**config.mk**
```make
export PLATFORM = sky130hd
export DESIGN_NAME = framed_image_stream_parser
export DESIGN_NICKNAME = d
export VERILOG_FILES = /design/src/rtl/core/fisp_pkg.sv /design/src/rtl/core/fisp_ctrl.sv /design/src/rtl/core/fisp_dp.sv /design/src/rtl/core/framed_image_stream_parser.sv
export SDC_FILE = /design/constraint.sdc
export NUM_CORES = 2
export LEC_CHECK = 0
export BUFFER_PORTS_ARGS = -buffer_cell sky130_fd_sc_hd__buf_2
export CAP_MARGIN = 0
export CORE_MARGIN = 2
export CORE_UTILIZATION = 45
export DETAILED_ROUTE_END_ITERATION = 10
export PLACE_DENSITY = 0.58
export SLEW_MARGIN = 20
export SYNTH_ARGS = -nofsm -noshare
export SYNTH_HDL_FRONTEND = slang
export SYNTH_SLANG_ARGS = --single-unit
```
**constraint.sdc**
```tcl
create_clock -name clock -period 8.3 [get_ports clock]
set_clock_uncertainty 0.15 [all_clocks]
set_input_delay 0 -clock clock [delete_from_list [all_inputs] [get_ports clock]]
set_output_delay 0 -clock clock [all_outputs]
set_load 0.005 [all_outputs]
```
**src/rtl/core/fisp_pkg.sv**
```systemverilog
`default_nettype none
// ----------------------------------------------------------------------------
// fisp_pkg
// Shared types and constants of the framed image stream parser.
// ----------------------------------------------------------------------------
package fisp_pkg;

   localparam int MAX_RECTS = 10;
   localparam int RIDX_W    = (MAX_RECTS > 1) ? $clog2(MAX_RECTS) : 1;
   localparam int RCNT_W    = $clog2(MAX_RECTS + 1);

   localparam int PRE_LEN  = 8;
   localparam int HDR_LEN  = 6;
   localparam int RECT_LEN = 9;
   localparam int BIP_W    = 4;
   localparam int RECT_W   = 8 * RECT_LEN;

   localparam logic [7:0] PREAMBLE [PRE_LEN] =
      '{8'h00, 8'h01, 8'h02, 8'h03, 8'h04, 8'h05, 8'h06, 8'h07};
   localparam logic [7:0] WHITE_BYTE = 8'hFF;

   localparam logic [15:0] WIDTH_RESET  = 16'd1872;
   localparam logic [15:0] HEIGHT_RESET = 16'd1404;

   localparam int CSR_IDX_W  = 1;
   localparam int CSR_DATA_W = 16;
   localparam logic [CSR_IDX_W-1:0] CSR_EXP_WIDTH  = 1'd0;
   localparam logic [CSR_IDX_W-1:0] CSR_EXP_HEIGHT = 1'd1;

   localparam logic [2:0] RK_PIXEL = 3'd0;
   localparam logic [2:0] RK_RECT  = 3'd1;
   localparam logic [2:0] RK_DONE  = 3'd2;
   localparam logic [2:0] RK_STOP  = 3'd3;
   localparam logic [2:0] RK_ERROR = 3'd4;

   localparam logic [1:0] ERR_NONE     = 2'd0;
   localparam logic [1:0] ERR_EOS      = 2'd1;
   localparam logic [1:0] ERR_PREAMBLE = 2'd2;
   localparam logic [1:0] ERR_HEADER   = 2'd3;

   typedef enum logic [2:0] {
      ST_PRE,
      ST_HDR,
      ST_RECT,
      ST_PIX,
      ST_EMIT,
      ST_HALT
   } state_type;

   typedef enum logic [2:0] {
      OP_IDLE,
      OP_PRE,
      OP_HDR,
      OP_RECT,
      OP_PIX
   } dp_op_type;

   typedef enum logic [2:0] {
      RS_PIXEL,
      RS_RECT,
      RS_DONE,
      RS_STOP,
      RS_ERROR
   } rsp_sel_type;

   typedef struct packed {
      dp_op_type   op;
      logic        bip_clr;
      logic        frame_clr;
      logic        emit_step;
      logic        rsp_load;
      rsp_sel_type rsp_sel;
      logic [1:0]  err_code;
      logic        rsp_last;
   } dp_cmd_type;

   typedef struct packed {
      logic out_free;
      logic pre_last;
      logic pre_ok;
      logic hdr_last;
      logic stop_flag;
      logic hdr_bad;
      logic cnt_zero;
      logic empty_payload;
      logic rect_end;
      logic rect_last;
      logic pix_last;
      logic emit_more;
   } dp_status_type;

endpackage
`default_nettype wire

```
**src/rtl/core/fisp_ctrl.sv**
```systemverilog
`default_nettype none
// ----------------------------------------------------------------------------
// fisp_ctrl
// Frame sequencer: tracks the frame phase, issues datapath commands and
// steps through the rectangle/done burst at frame end.
// ----------------------------------------------------------------------------
module fisp_ctrl (
   input  wire logic                   clock,
   input  wire logic                   reset,
   input  wire logic                   req_valid,
   input  wire logic                   req_kind,
   output logic                        req_ready,
   input  wire fisp_pkg::dp_status_type status,
   output fisp_pkg::dp_cmd_type        cmd
);

   fisp_pkg::state_type state_ff, state_in;
   logic                accept;

   assign req_ready = (state_ff != fisp_pkg::ST_EMIT) && status.out_free;
   assign accept    = req_valid && req_ready;

   always_ff @(posedge clock) begin
      if (reset) begin
         state_ff <= fisp_pkg::ST_PRE;
      end else begin
         state_ff <= state_in;
      end
   end

   // next state
   always_comb begin
      state_in = state_ff;
      unique case (state_ff)
         fisp_pkg::ST_PRE: begin
            if (accept) begin
               if (req_kind) begin
                  state_in = fisp_pkg::ST_HALT;
               end else if (status.pre_last) begin
                  state_in = status.pre_ok ? fisp_pkg::ST_HDR : fisp_pkg::ST_HALT;
               end
            end
         end
         fisp_pkg::ST_HDR: begin
            if (accept) begin
               if (req_kind) begin
                  state_in = fisp_pkg::ST_HALT;
               end else if (status.hdr_last) begin
                  priority if (status.stop_flag || status.hdr_bad) begin
                     state_in = fisp_pkg::ST_HALT;
                  end else if (!status.cnt_zero) begin
                     state_in = fisp_pkg::ST_RECT;
                  end else if (status.empty_payload) begin
                     state_in = fisp_pkg::ST_EMIT;
                  end else begin
                     state_in = fisp_pkg::ST_PIX;
                  end
               end
            end
         end
         fisp_pkg::ST_RECT: begin
            if (accept) begin
               if (req_kind) begin
                  state_in = fisp_pkg::ST_HALT;
               end else if (status.rect_last) begin
                  state_in = status.empty_payload ? fisp_pkg::ST_EMIT : fisp_pkg::ST_PIX;
               end
            end
         end
         fisp_pkg::ST_PIX: begin
            if (accept) begin
               if (req_kind) begin
                  state_in = fisp_pkg::ST_HALT;
               end else if (status.pix_last) begin
                  state_in = fisp_pkg::ST_EMIT;
               end
            end
         end
         fisp_pkg::ST_EMIT: begin
            if (status.out_free && !status.emit_more) begin
               state_in = fisp_pkg::ST_PRE;
            end
         end
         fisp_pkg::ST_HALT: begin
            state_in = fisp_pkg::ST_HALT;
         end
         default: begin
            state_in = fisp_pkg::ST_HALT;
         end
      endcase
   end

   // commands
   always_comb begin
      cmd           = '0;
      cmd.op        = fisp_pkg::OP_IDLE;
      cmd.rsp_sel   = fisp_pkg::RS_PIXEL;
      cmd.err_code  = fisp_pkg::ERR_NONE;
      unique case (state_ff)
         fisp_pkg::ST_PRE, fisp_pkg::ST_HDR, fisp_pkg::ST_RECT, fisp_pkg::ST_PIX: begin
            if (accept && req_kind) begin
               cmd.rsp_load = 1'b1;
               cmd.rsp_sel  = fisp_pkg::RS_ERROR;
               cmd.err_code = fisp_pkg::ERR_EOS;
               cmd.rsp_last = 1'b1;
            end else if (accept) begin
               unique case (state_ff)
                  fisp_pkg::ST_PRE: begin
                     cmd.op      = fisp_pkg::OP_PRE;
                     cmd.bip_clr = status.pre_last;
                     if (status.pre_last && !status.pre_ok) begin
                        cmd.rsp_load = 1'b1;
                        cmd.rsp_sel  = fisp_pkg::RS_ERROR;
                        cmd.err_code = fisp_pkg::ERR_PREAMBLE;
                        cmd.rsp_last = 1'b1;
                     end
                  end
                  fisp_pkg::ST_HDR: begin
                     cmd.op      = fisp_pkg::OP_HDR;
                     cmd.bip_clr = status.hdr_last;
                     if (status.hdr_last) begin
                        priority if (status.stop_flag) begin
                           cmd.rsp_load = 1'b1;
                           cmd.rsp_sel  = fisp_pkg::RS_STOP;
                           cmd.rsp_last = 1'b1;
                        end else if (status.hdr_bad) begin
                           cmd.rsp_load = 1'b1;
                           cmd.rsp_sel  = fisp_pkg::RS_ERROR;
                           cmd.err_code = fisp_pkg::ERR_HEADER;
                           cmd.rsp_last = 1'b1;
                        end else begin
                           cmd.rsp_load = 1'b0;
                        end
                     end
                  end
                  fisp_pkg::ST_RECT: begin
                     cmd.op      = fisp_pkg::OP_RECT;
                     // byte counter restarts at the end of every record
                     cmd.bip_clr = status.rect_end;
                  end
                  default: begin
                     cmd.op       = fisp_pkg::OP_PIX;
                     cmd.rsp_load = 1'b1;
                     cmd.rsp_sel  = fisp_pkg::RS_PIXEL;
                     cmd.rsp_last = !status.pix_last;
                  end
               endcase
            end
         end
         fisp_pkg::ST_EMIT: begin
            if (status.out_free) begin
               cmd.rsp_load = 1'b1;
               if (status.emit_more) begin
                  cmd.rsp_sel   = fisp_pkg::RS_RECT;
                  cmd.emit_step = 1'b1;
               end else begin
                  cmd.rsp_sel   = fisp_pkg::RS_DONE;
                  cmd.rsp_last  = 1'b1;
                  cmd.frame_clr = 1'b1;
               end
            end
         end
         default: begin
            cmd.op = fisp_pkg::OP_IDLE;
         end
      endcase
   end

endmodule
`default_nettype wire

```
**src/rtl/core/fisp_dp.sv**
```systemverilog
`default_nettype none
// ----------------------------------------------------------------------------
// fisp_dp
// Parser datapath: byte counters, header capture, rectangle store, payload
// offset and tally, size checks and the result output register.
// ----------------------------------------------------------------------------
module fisp_dp (
   input  wire logic                          clock,
   input  wire logic                          reset,
   input  wire logic                          csr_wr_en,
   input  wire logic [fisp_pkg::CSR_IDX_W-1:0]  csr_index,
   input  wire logic [fisp_pkg::CSR_DATA_W-1:0] csr_wdata,
   input  wire logic [7:0]                    req_data_byte,
   input  wire fisp_pkg::dp_cmd_type          cmd,
   output fisp_pkg::dp_status_type            status,
   input  wire logic                          rsp_ready,
   output logic                               rsp_valid,
   output logic [2:0]                         rsp_result_kind,
   output logic [1:0]                         rsp_error_code,
   output logic [30:0]                        rsp_pixel_offset,
   output logic [7:0]                         rsp_pixel_byte,
   output logic [15:0]                        rsp_rect_x,
   output logic [15:0]                        rsp_rect_y,
   output logic [15:0]                        rsp_rect_w,
   output logic [15:0]                        rsp_rect_h,
   output logic [7:0]                         rsp_display_mode,
   output logic [30:0]                        rsp_nonwhite_count,
   output logic                               rsp_last
);

   logic [15:0]                  exp_w_ff, exp_h_ff;
   logic [fisp_pkg::BIP_W-1:0]   bip_ff, bip_in;
   logic                         pre_ok_ff, pre_ok_in;
   logic [39:0]                  header_ff;
   logic [7:0]                   cnt_ff;
   logic [31:0]                  prod_ff;
   logic [fisp_pkg::RCNT_W-1:0]  rect_idx_ff, rect_idx_in, rect_idx_inc;
   logic [fisp_pkg::RCNT_W-1:0]  emit_idx_ff, emit_idx_in;
   logic [30:0]                  offset_ff, offset_in, offset_inc;
   logic [30:0]                  tally_ff, tally_in;
   logic                         rsp_valid_ff, rsp_valid_in;
   logic [fisp_pkg::RECT_W-1:0]  rect_ff [fisp_pkg::MAX_RECTS];
   logic [fisp_pkg::RECT_W-1:0]  rect_rd;
   logic [15:0]                  hdr_w, hdr_h;
   logic                         byte_match;

   // header_ff holds stop, width, height once the fifth header byte is in
   assign hdr_w        = header_ff[31:16];
   assign hdr_h        = header_ff[15:0];
   assign byte_match   = (req_data_byte == fisp_pkg::PREAMBLE[bip_ff[2:0]]);
   assign rect_idx_inc = rect_idx_ff + 1'b1;
   assign offset_inc   = offset_ff + 31'd1;
   assign rect_rd      = rect_ff[emit_idx_ff[fisp_pkg::RIDX_W-1:0]];

   always_comb begin
      status               = '0;
      status.out_free      = !rsp_valid_ff || rsp_ready;
      status.pre_last      = (bip_ff == fisp_pkg::BIP_W'(fisp_pkg::PRE_LEN - 1));
      status.pre_ok        = pre_ok_ff && byte_match;
      status.hdr_last      = (bip_ff == fisp_pkg::BIP_W'(fisp_pkg::HDR_LEN - 1));
      status.stop_flag     = (header_ff[39:32] != 8'd0);
      status.hdr_bad       = (hdr_w != exp_w_ff) || (hdr_h != exp_h_ff) ||
                             (req_data_byte > 8'(fisp_pkg::MAX_RECTS));
      status.cnt_zero      = (req_data_byte == 8'd0);
      // w*h/2 is zero only when w*h is 0 or 1
      status.empty_payload = (hdr_w == 16'd0) || (hdr_h == 16'd0) ||
                             ((hdr_w == 16'd1) && (hdr_h == 16'd1));
      status.rect_end      = (bip_ff == fisp_pkg::BIP_W'(fisp_pkg::RECT_LEN - 1));
      status.rect_last     = (bip_ff == fisp_pkg::BIP_W'(fisp_pkg::RECT_LEN - 1)) &&
                             (8'(rect_idx_inc) >= cnt_ff);
      status.pix_last      = (offset_inc >= prod_ff[31:1]);
      status.emit_more     = (8'(emit_idx_ff) < cnt_ff);
   end

   always_comb begin
      bip_in      = bip_ff;
      pre_ok_in   = pre_ok_ff;
      rect_idx_in = rect_idx_ff;
      emit_idx_in = emit_idx_ff;
      offset_in   = offset_ff;
      tally_in    = tally_ff;
      if (cmd.op != fisp_pkg::OP_IDLE) begin
         bip_in = cmd.bip_clr ? '0 : bip_ff + 1'b1;
      end
      if (cmd.op == fisp_pkg::OP_PRE) begin
         pre_ok_in = status.pre_ok;
      end
      if (cmd.op == fisp_pkg::OP_RECT && cmd.bip_clr) begin
         rect_idx_in = rect_idx_inc;
      end
      if (cmd.op == fisp_pkg::OP_PIX) begin
         offset_in = offset_inc;
         if (req_data_byte != fisp_pkg::WHITE_BYTE) begin
            tally_in = tally_ff + 31'd1;
         end
      end
      if (cmd.emit_step) begin
         emit_idx_in = emit_idx_ff + 1'b1;
      end
      if (cmd.frame_clr) begin
         bip_in      = '0;
         pre_ok_in   = 1'b1;
         rect_idx_in = '0;
         emit_idx_in = '0;
         offset_in   = '0;
         tally_in    = '0;
      end
   end

   always_comb begin
      rsp_valid_in = rsp_valid_ff;
      if (cmd.rsp_load) begin
         rsp_valid_in = 1'b1;
      end else if (rsp_ready) begin
         rsp_valid_in = 1'b0;
      end
   end

   always_ff @(posedge clock) begin
      if (reset) begin
         exp_w_ff     <= fisp_pkg::WIDTH_RESET;
         exp_h_ff     <= fisp_pkg::HEIGHT_RESET;
         bip_ff       <= '0;
         pre_ok_ff    <= 1'b1;
         rect_idx_ff  <= '0;
         emit_idx_ff  <= '0;
         offset_ff    <= '0;
         tally_ff     <= '0;
         rsp_valid_ff <= 1'b0;
      end else begin
         if (csr_wr_en && csr_index == fisp_pkg::CSR_EXP_WIDTH) begin
            exp_w_ff <= csr_wdata;
         end
         if (csr_wr_en && csr_index == fisp_pkg::CSR_EXP_HEIGHT) begin
            exp_h_ff <= csr_wdata;
         end
         bip_ff       <= bip_in;
         pre_ok_ff    <= pre_ok_in;
         rect_idx_ff  <= rect_idx_in;
         emit_idx_ff  <= emit_idx_in;
         offset_ff    <= offset_in;
         tally_ff     <= tally_in;
         rsp_valid_ff <= rsp_valid_in;
      end
   end

   // header capture, size product and rectangle store
   always_ff @(posedge clock) begin
      prod_ff <= 32'(hdr_w) * 32'(hdr_h);
      if (cmd.op == fisp_pkg::OP_HDR) begin
         if (status.hdr_last) begin
            cnt_ff <= req_data_byte;
         end else begin
            header_ff <= {header_ff[31:0], req_data_byte};
         end
      end
      if (cmd.op == fisp_pkg::OP_RECT) begin
         for (int k = 0; k < fisp_pkg::RECT_LEN; k++) begin
            if (bip_ff == fisp_pkg::BIP_W'(k)) begin
               rect_ff[rect_idx_ff[fisp_pkg::RIDX_W-1:0]]
                  [(fisp_pkg::RECT_LEN - 1 - k) * 8 +: 8] <= req_data_byte;
            end
         end
      end
   end

   // result register
   always_ff @(posedge clock) begin
      if (cmd.rsp_load) begin
         rsp_error_code     <= fisp_pkg::ERR_NONE;
         rsp_pixel_offset   <= '0;
         rsp_pixel_byte     <= '0;
         rsp_rect_x         <= '0;
         rsp_rect_y         <= '0;
         rsp_rect_w         <= '0;
         rsp_rect_h         <= '0;
         rsp_display_mode   <= '0;
         rsp_nonwhite_count <= '0;
         rsp_last           <= cmd.rsp_last;
         unique case (cmd.rsp_sel)
            fisp_pkg::RS_PIXEL: begin
               rsp_result_kind  <= fisp_pkg::RK_PIXEL;
               rsp_pixel_offset <= offset_ff;
               rsp_pixel_byte   <= req_data_byte;
            end
            fisp_pkg::RS_RECT: begin
               rsp_result_kind  <= fisp_pkg::RK_RECT;
               rsp_rect_x       <= rect_rd[71:56];
               rsp_rect_y       <= rect_rd[55:40];
               rsp_rect_w       <= rect_rd[39:24];
               rsp_rect_h       <= rect_rd[23:8];
               rsp_display_mode <= rect_rd[7:0];
            end
            fisp_pkg::RS_DONE: begin
               rsp_result_kind    <= fisp_pkg::RK_DONE;
               rsp_nonwhite_count <= tally_ff;
            end
            fisp_pkg::RS_STOP: begin
               rsp_result_kind <= fisp_pkg::RK_STOP;
            end
            default: begin
               rsp_result_kind <= fisp_pkg::RK_ERROR;
               rsp_error_code  <= cmd.err_code;
            end
         endcase
      end
   end

   assign rsp_valid = rsp_valid_ff;

endmodule
`default_nettype wire

```
**src/rtl/core/framed_image_stream_parser.sv**
```systemverilog
`default_nettype none
// ----------------------------------------------------------------------------
// framed_image_stream_parser
// Frame parser for a byte stream carrying preamble, header, rectangle records
// and packed pixel payload.
// ----------------------------------------------------------------------------
// Usage:
//   req_* carries one word per stream byte (req_kind 0) or the end of the
//   stream (req_kind 1). rsp_* carries results: pixel words, rectangles,
//   frame done, stop or error, with rsp_last on the final result of a word.
//   csr_* writes expected_width (index 0) and expected_height (index 1).
// Timing:
//   One input word per cycle while the output register is free, outside the
//   frame-end burst; a result appears in the output register in the cycle
//   after the word that causes it. After the last payload byte (or the last
//   header/rectangle byte of an empty payload) the block sends count+1 results,
//   rectangles then done, one per cycle while rsp_ready is high; req_ready low.
// Reset:
//   Synchronous; the parser waits for a preamble, registers take their
//   default panel size. After a stop or an error all input words are taken
//   and dropped until the next reset.
// Stall:
//   A waiting result blocks new input only while rsp_ready is low; the
//   output register frees in the same cycle it is taken.
// ----------------------------------------------------------------------------
module framed_image_stream_parser (
   input  wire logic                            clock,
   input  wire logic                            reset,
   input  wire logic                            csr_wr_en,
   input  wire logic [fisp_pkg::CSR_IDX_W-1:0]  csr_index,
   input  wire logic [fisp_pkg::CSR_DATA_W-1:0] csr_wdata,
   input  wire logic                            req_valid,
   output logic                                 req_ready,
   input  wire logic                            req_kind,
   input  wire logic [7:0]                      req_data_byte,
   output logic                                 rsp_valid,
   input  wire logic                            rsp_ready,
   output logic [2:0]                           rsp_result_kind,
   output logic [1:0]                           rsp_error_code,
   output logic [30:0]                          rsp_pixel_offset,
   output logic [7:0]                           rsp_pixel_byte,
   output logic [15:0]                          rsp_rect_x,
   output logic [15:0]                          rsp_rect_y,
   output logic [15:0]                          rsp_rect_w,
   output logic [15:0]                          rsp_rect_h,
   output logic [7:0]                           rsp_display_mode,
   output logic [30:0]                          rsp_nonwhite_count,
   output logic                                 rsp_last
);

   fisp_pkg::dp_cmd_type    cmd;
   fisp_pkg::dp_status_type status;

   fisp_ctrl u_ctrl (
      .clock     (clock),
      .reset     (reset),
      .req_valid (req_valid),
      .req_kind  (req_kind),
      .req_ready (req_ready),
      .status    (status),
      .cmd       (cmd)
   );

   fisp_dp u_dp (
      .clock              (clock),
      .reset              (reset),
      .csr_wr_en          (csr_wr_en),
      .csr_index          (csr_index),
      .csr_wdata          (csr_wdata),
      .req_data_byte      (req_data_byte),
      .cmd                (cmd),
      .status             (status),
      .rsp_ready          (rsp_ready),
      .rsp_valid          (rsp_valid),
      .rsp_result_kind    (rsp_result_kind),
      .rsp_error_code     (rsp_error_code),
      .rsp_pixel_offset   (rsp_pixel_offset),
      .rsp_pixel_byte     (rsp_pixel_byte),
      .rsp_rect_x         (rsp_rect_x),
      .rsp_rect_y         (rsp_rect_y),
      .rsp_rect_w         (rsp_rect_w),
      .rsp_rect_h         (rsp_rect_h),
      .rsp_display_mode   (rsp_display_mode),
      .rsp_nonwhite_count (rsp_nonwhite_count),
      .rsp_last           (rsp_last)
   );

   // a new result must never overwrite one still waiting
   a_load_free: assert property (@(posedge clock) disable iff (reset)
      cmd.rsp_load |-> status.out_free)
      else $error("result register loaded while occupied");

   // stop and error end the word's results
   a_halt_last: assert property (@(posedge clock) disable iff (reset)
      rsp_valid && (rsp_result_kind == fisp_pkg::RK_STOP ||
                    rsp_result_kind == fisp_pkg::RK_ERROR) |-> rsp_last)
      else $error("stop or error result without last");

   a_err_code: assert property (@(posedge clock) disable iff (reset)
      rsp_valid && rsp_result_kind != fisp_pkg::RK_ERROR |->
         rsp_error_code == fisp_pkg::ERR_NONE)
      else $error("error code on a non-error result");

   // input is held off while the frame-end burst runs
   a_burst_block: assert property (@(posedge clock) disable iff (reset)
      cmd.emit_step |-> !req_ready)
      else $error("input taken during rectangle burst");

endmodule
`default_nettype wire

```
==> flow_summary.json <==
{
  "cts.sinks": 1058,
  "synth_compound_area_frac": 0.0427,
  "via_count": 28294,
  "end_kind": "flop",
  "wl_per_cell_um": 22.1,
  "post_cts_buffers": 0,
  "peakVddDrop_v": 0.000386,
  "hold_path_class": "input pin to flop",
  "setup_viol": 0,
  "slew_headroom": 0.309,
  "worst-setup-path-type": "flop to flop",
  "fin_ws_ns": 1.48,
  "syn_area_um2": 50300,
  "ys_ff_latch": 1058,
  "ant_nets": 0,
  "hold-worst-slack_ns": 0.0624,
  "grt.busiest_layer": "met2",
  "post-route-util": 0.512,
  "power_mw": 17.7,
  "start_kind": "flop",
  "globalRoute.totalOverflow": 0,
  "yosys_warnings": 0,
  "dieArea_um2": 114000,
  "status": "complete, no violations",
  "track_usage": 0.205,
  "portBuffers": 180,
  "synthDistinctLibCells": 67,
  "synth-edff-count": 916,
  "groute.layer.met1.usage": 0.290,
  "initial_utilization": 0.454,
  "path_max_fanout": 19,
  "cap_violations": 0,
  "gp_congestion": 0.802,
  "die_y_um": 338,
  "final_cell_count_no_fill": 5300,
  "synth_top_area_share": 0.547,
  "drt_iter0_markers": 2192,
  "finalHoldViolCount": 0,
  "p_per_area_nw_per_um2": 311,
  "worstPathArrival_ns": 7.22,
  "clockBufferDepth": 3,
  "final_nets": 4099,
  "crit_start": "u_dp.header_ff[1]",
  "drive_above_1_share": 0.143,
  "endpoint": "u_dp.prod_ff[31]",
  "syn2layout_area_growth_pct": 12.8,
  "synth.avg_cell_area_um2": 14.3,
  "drv_slew": 0,
  "timing.rr.end": "u_dp.prod_ff[31]",
  "fmaxAchievable_mhz": 147,
  "postLayoutCellArea_um2": 56700,
  "synthMuxAreaShare": 0.0792,
  "antenna_found_initial": 1,
  "synth-simple-area-share": 0.0968,
  "ios": 181,
  "synth_fa_ha_area_frac": 0.115,
  "yosysSeqAreaShare": 0.604,
  "synth-xor-area-share": 0.0277,
  "grt_use_met3": 0.0315,
  "fill_cells": 9382,
  "finalCriticalPeriod_ns": 6.82,
  "seq_area_um2": 30400,
  "dp_hpwl_mm": 74.4,
  "drt-vias-per-instance": 5.34,
  "synth_area_leader_cell": "edfxtp_1",
  "grt_max_degree": 119,
  "dp_cells": 5042,
  "reg2regPathDepth": 19,
  "synth_area_leaders": "edfxtp_1, fa_1, mux4_2, dfxtp_1, ha_1",
  "synthArstFlopShare": 0,
  "num_rows": 122,
  "leakagePower_nw": 20.3,
  "tns_ns": 0,
  "cts-root-buf": "clkbuf_16",
  "placed_area_um2": 52700,
  "multi_input_area_um2": 18200,
  "drcViolationCount": 0,
  "synth_flop_cell": "edfxtp_1",
  "die_w_um": 338,
  "use_met2": 0.331,
  "r2r_setup_slack_ns": 1.48,
  "worst_pin_slew_ns": 1.04,
  "synth_cells": 3526,
  "grt_first_pass_wirelength_mm": 180,
  "synth_nets": 3904,
  "core_area_um2": 111000,
  "cp.required_ns": 8.70,
  "grt_pass1_vias": 29088,
  "first_pass_iters": 5,
  "numCtsBuffers": 108,
  "synth_top_family_by_area": "adder cells",
  "rsz0062_at_grt": "no",
  "crit-reg2reg-launch": "u_dp.header_ff[1]",
  "pre_cts_ws_ns": 1.55,
  "htreeDepth": 3,
  "cts_tree": "built",
  "fin_crit_sh": 0.822,
  "path_clk_slew_ns": 0.06,
  "worstSkewPairLatency_ns": 0.69,
  "totalWireLength_mm": 117
}
[metal layers]
| layer | up-vias | wire, µm |
|---|---|---|
| met5 | - | 0 |
| met4 | 0 | 2350 |
| met3 | 148 | 6010 |
| met2 | 701 | 55800 |
| met1 | 14430 | 52800 |
| li1 | 13015 | - |
[cells in the mapped netlist (74+ instances only)]
master and number:
fa_1 194, nand2_1 292, a211oi_1 151, and2_1 199, nor2_1 214, mux2i_1 74, nor2b_1 80, inv_1 269
clkbuf_1 160, ha_1 153, edfxtp_1 916, mux4_2 144, dfxtp_1 142, xnor2_1 95
[final cells by class]
| cell class | instances | share of cell area |
|---|---|---|
| clock buffer | 140 | 0.0511 |
| timing repair buffer | 276 | 0.0317 |
| antenna | 1 | 0.0000441 |
| tap | 1488 | 0.0328 |
| sequential | 1058 | 0.535 |
| inverter | 269 | 0.0178 |
| clock inverter | 60 | 0.00966 |
| multi-input combinational | 2008 | 0.321 |
[what timing repair did]
| item | in CTS | in global routing |
|---|---|---|
| gates resized for setup | 0 | 0 |
| hold buffers | 57 | 0 |
| hold endpoints to repair | 219 | 0 |
| endpoints found under the setup margin | 0 | 0 |
[layout by cell type (no fill, tap or decap), types with 46 or more instances in the layout]
cell type,instances
dlygate4sd3_1,57
xnor2_1,95
nor2b_1,80
and2_1,199
inv_1,269
nor2_1,212
fa_1,194
buf_4,46
mux4_2,144
buf_2,172
clkbuf_16,110
xor2_1,64
nand2_1,290
dfxtp_1,138
edfxtp_1,916
a211oi_1,151
ha_1,153
a21oi_1,63
mux2i_1,74
[flip-flops by register name, indices dropped and copies added (netlist names), 4 cells and up]
name	flops
u_dp.rect_ff	720
u_dp.header_ff	40
u_dp.offset_ff	31
u_dp.prod_ff	31
u_dp.rsp_nonwhite_count	31
u_dp.rsp_pixel_offset	31
u_dp.tally_ff	31
u_dp.exp_h_ff	16
u_dp.exp_w_ff	16
u_dp.rsp_rect_h	16
u_dp.rsp_rect_w	16
u_dp.rsp_rect_x	16
u_dp.rsp_rect_y	16
u_dp.cnt_ff	8
u_dp.rsp_display_mode	8
u_dp.rsp_pixel_byte	8
u_dp.bip_ff	4
u_dp.emit_idx_ff	4
u_dp.rect_idx_ff	4
[worst max-delay path, cell delays in order, from the launching register on]
cell	delay (ns)
edfxtp_1	0.89
nand2_1	0.18
fa_1	0.54
fa_1	0.53
fa_1	0.53
inv_1	0.06
fa_1	0.48
fa_1	0.49
inv_1	0.05
fa_1	0.47
inv_1	0.04
ha_1	0.35
a21o_1	0.23
a311oi_1	0.28
o21ai_0	0.18
and3_1	0.21
o31ai_1	0.35
a21oi_1	0.16
o41a_1	0.40
xnor2_1	0.14
[kinds of logic after synthesis]
logic type | Yosys count
buf+inv | 460
xor+xnor | 159
compound gates | 313
fa+ha+maj | 347
flops | 1058
simple gates | 971
mux | 218
[power breakdown]
part / internal [mW] / total, mW / switching, mW
sequential: 6.24 / 6.43 / 0.191
clock: 2.71 / 4.74 / 2.04
combinational: 2.79 / 6.48 / 3.69
total: 11.7 / 17.7 / 5.92
[worst min path at each step]
stage                                   to  slack (ns)  cells after the start              from
floorplan                   u_dp.cnt_ff[0]       -0.05                      0  req_data_byte[0]
finish                    u_dp.exp_h_ff[8]        0.06                      4      csr_wdata[8]
global route        u_dp.rsp_pixel_byte[4]        0.06                      3  req_data_byte[4]
detailed placement       u_dp.exp_h_ff[10]        0.09                      3     csr_wdata[10]
global placement         u_dp.exp_h_ff[10]        0.09                      3     csr_wdata[10]
CTS                 u_dp.rsp_pixel_byte[4]        0.02                      3  req_data_byte[4]
(Power assumes the default switching activity.)
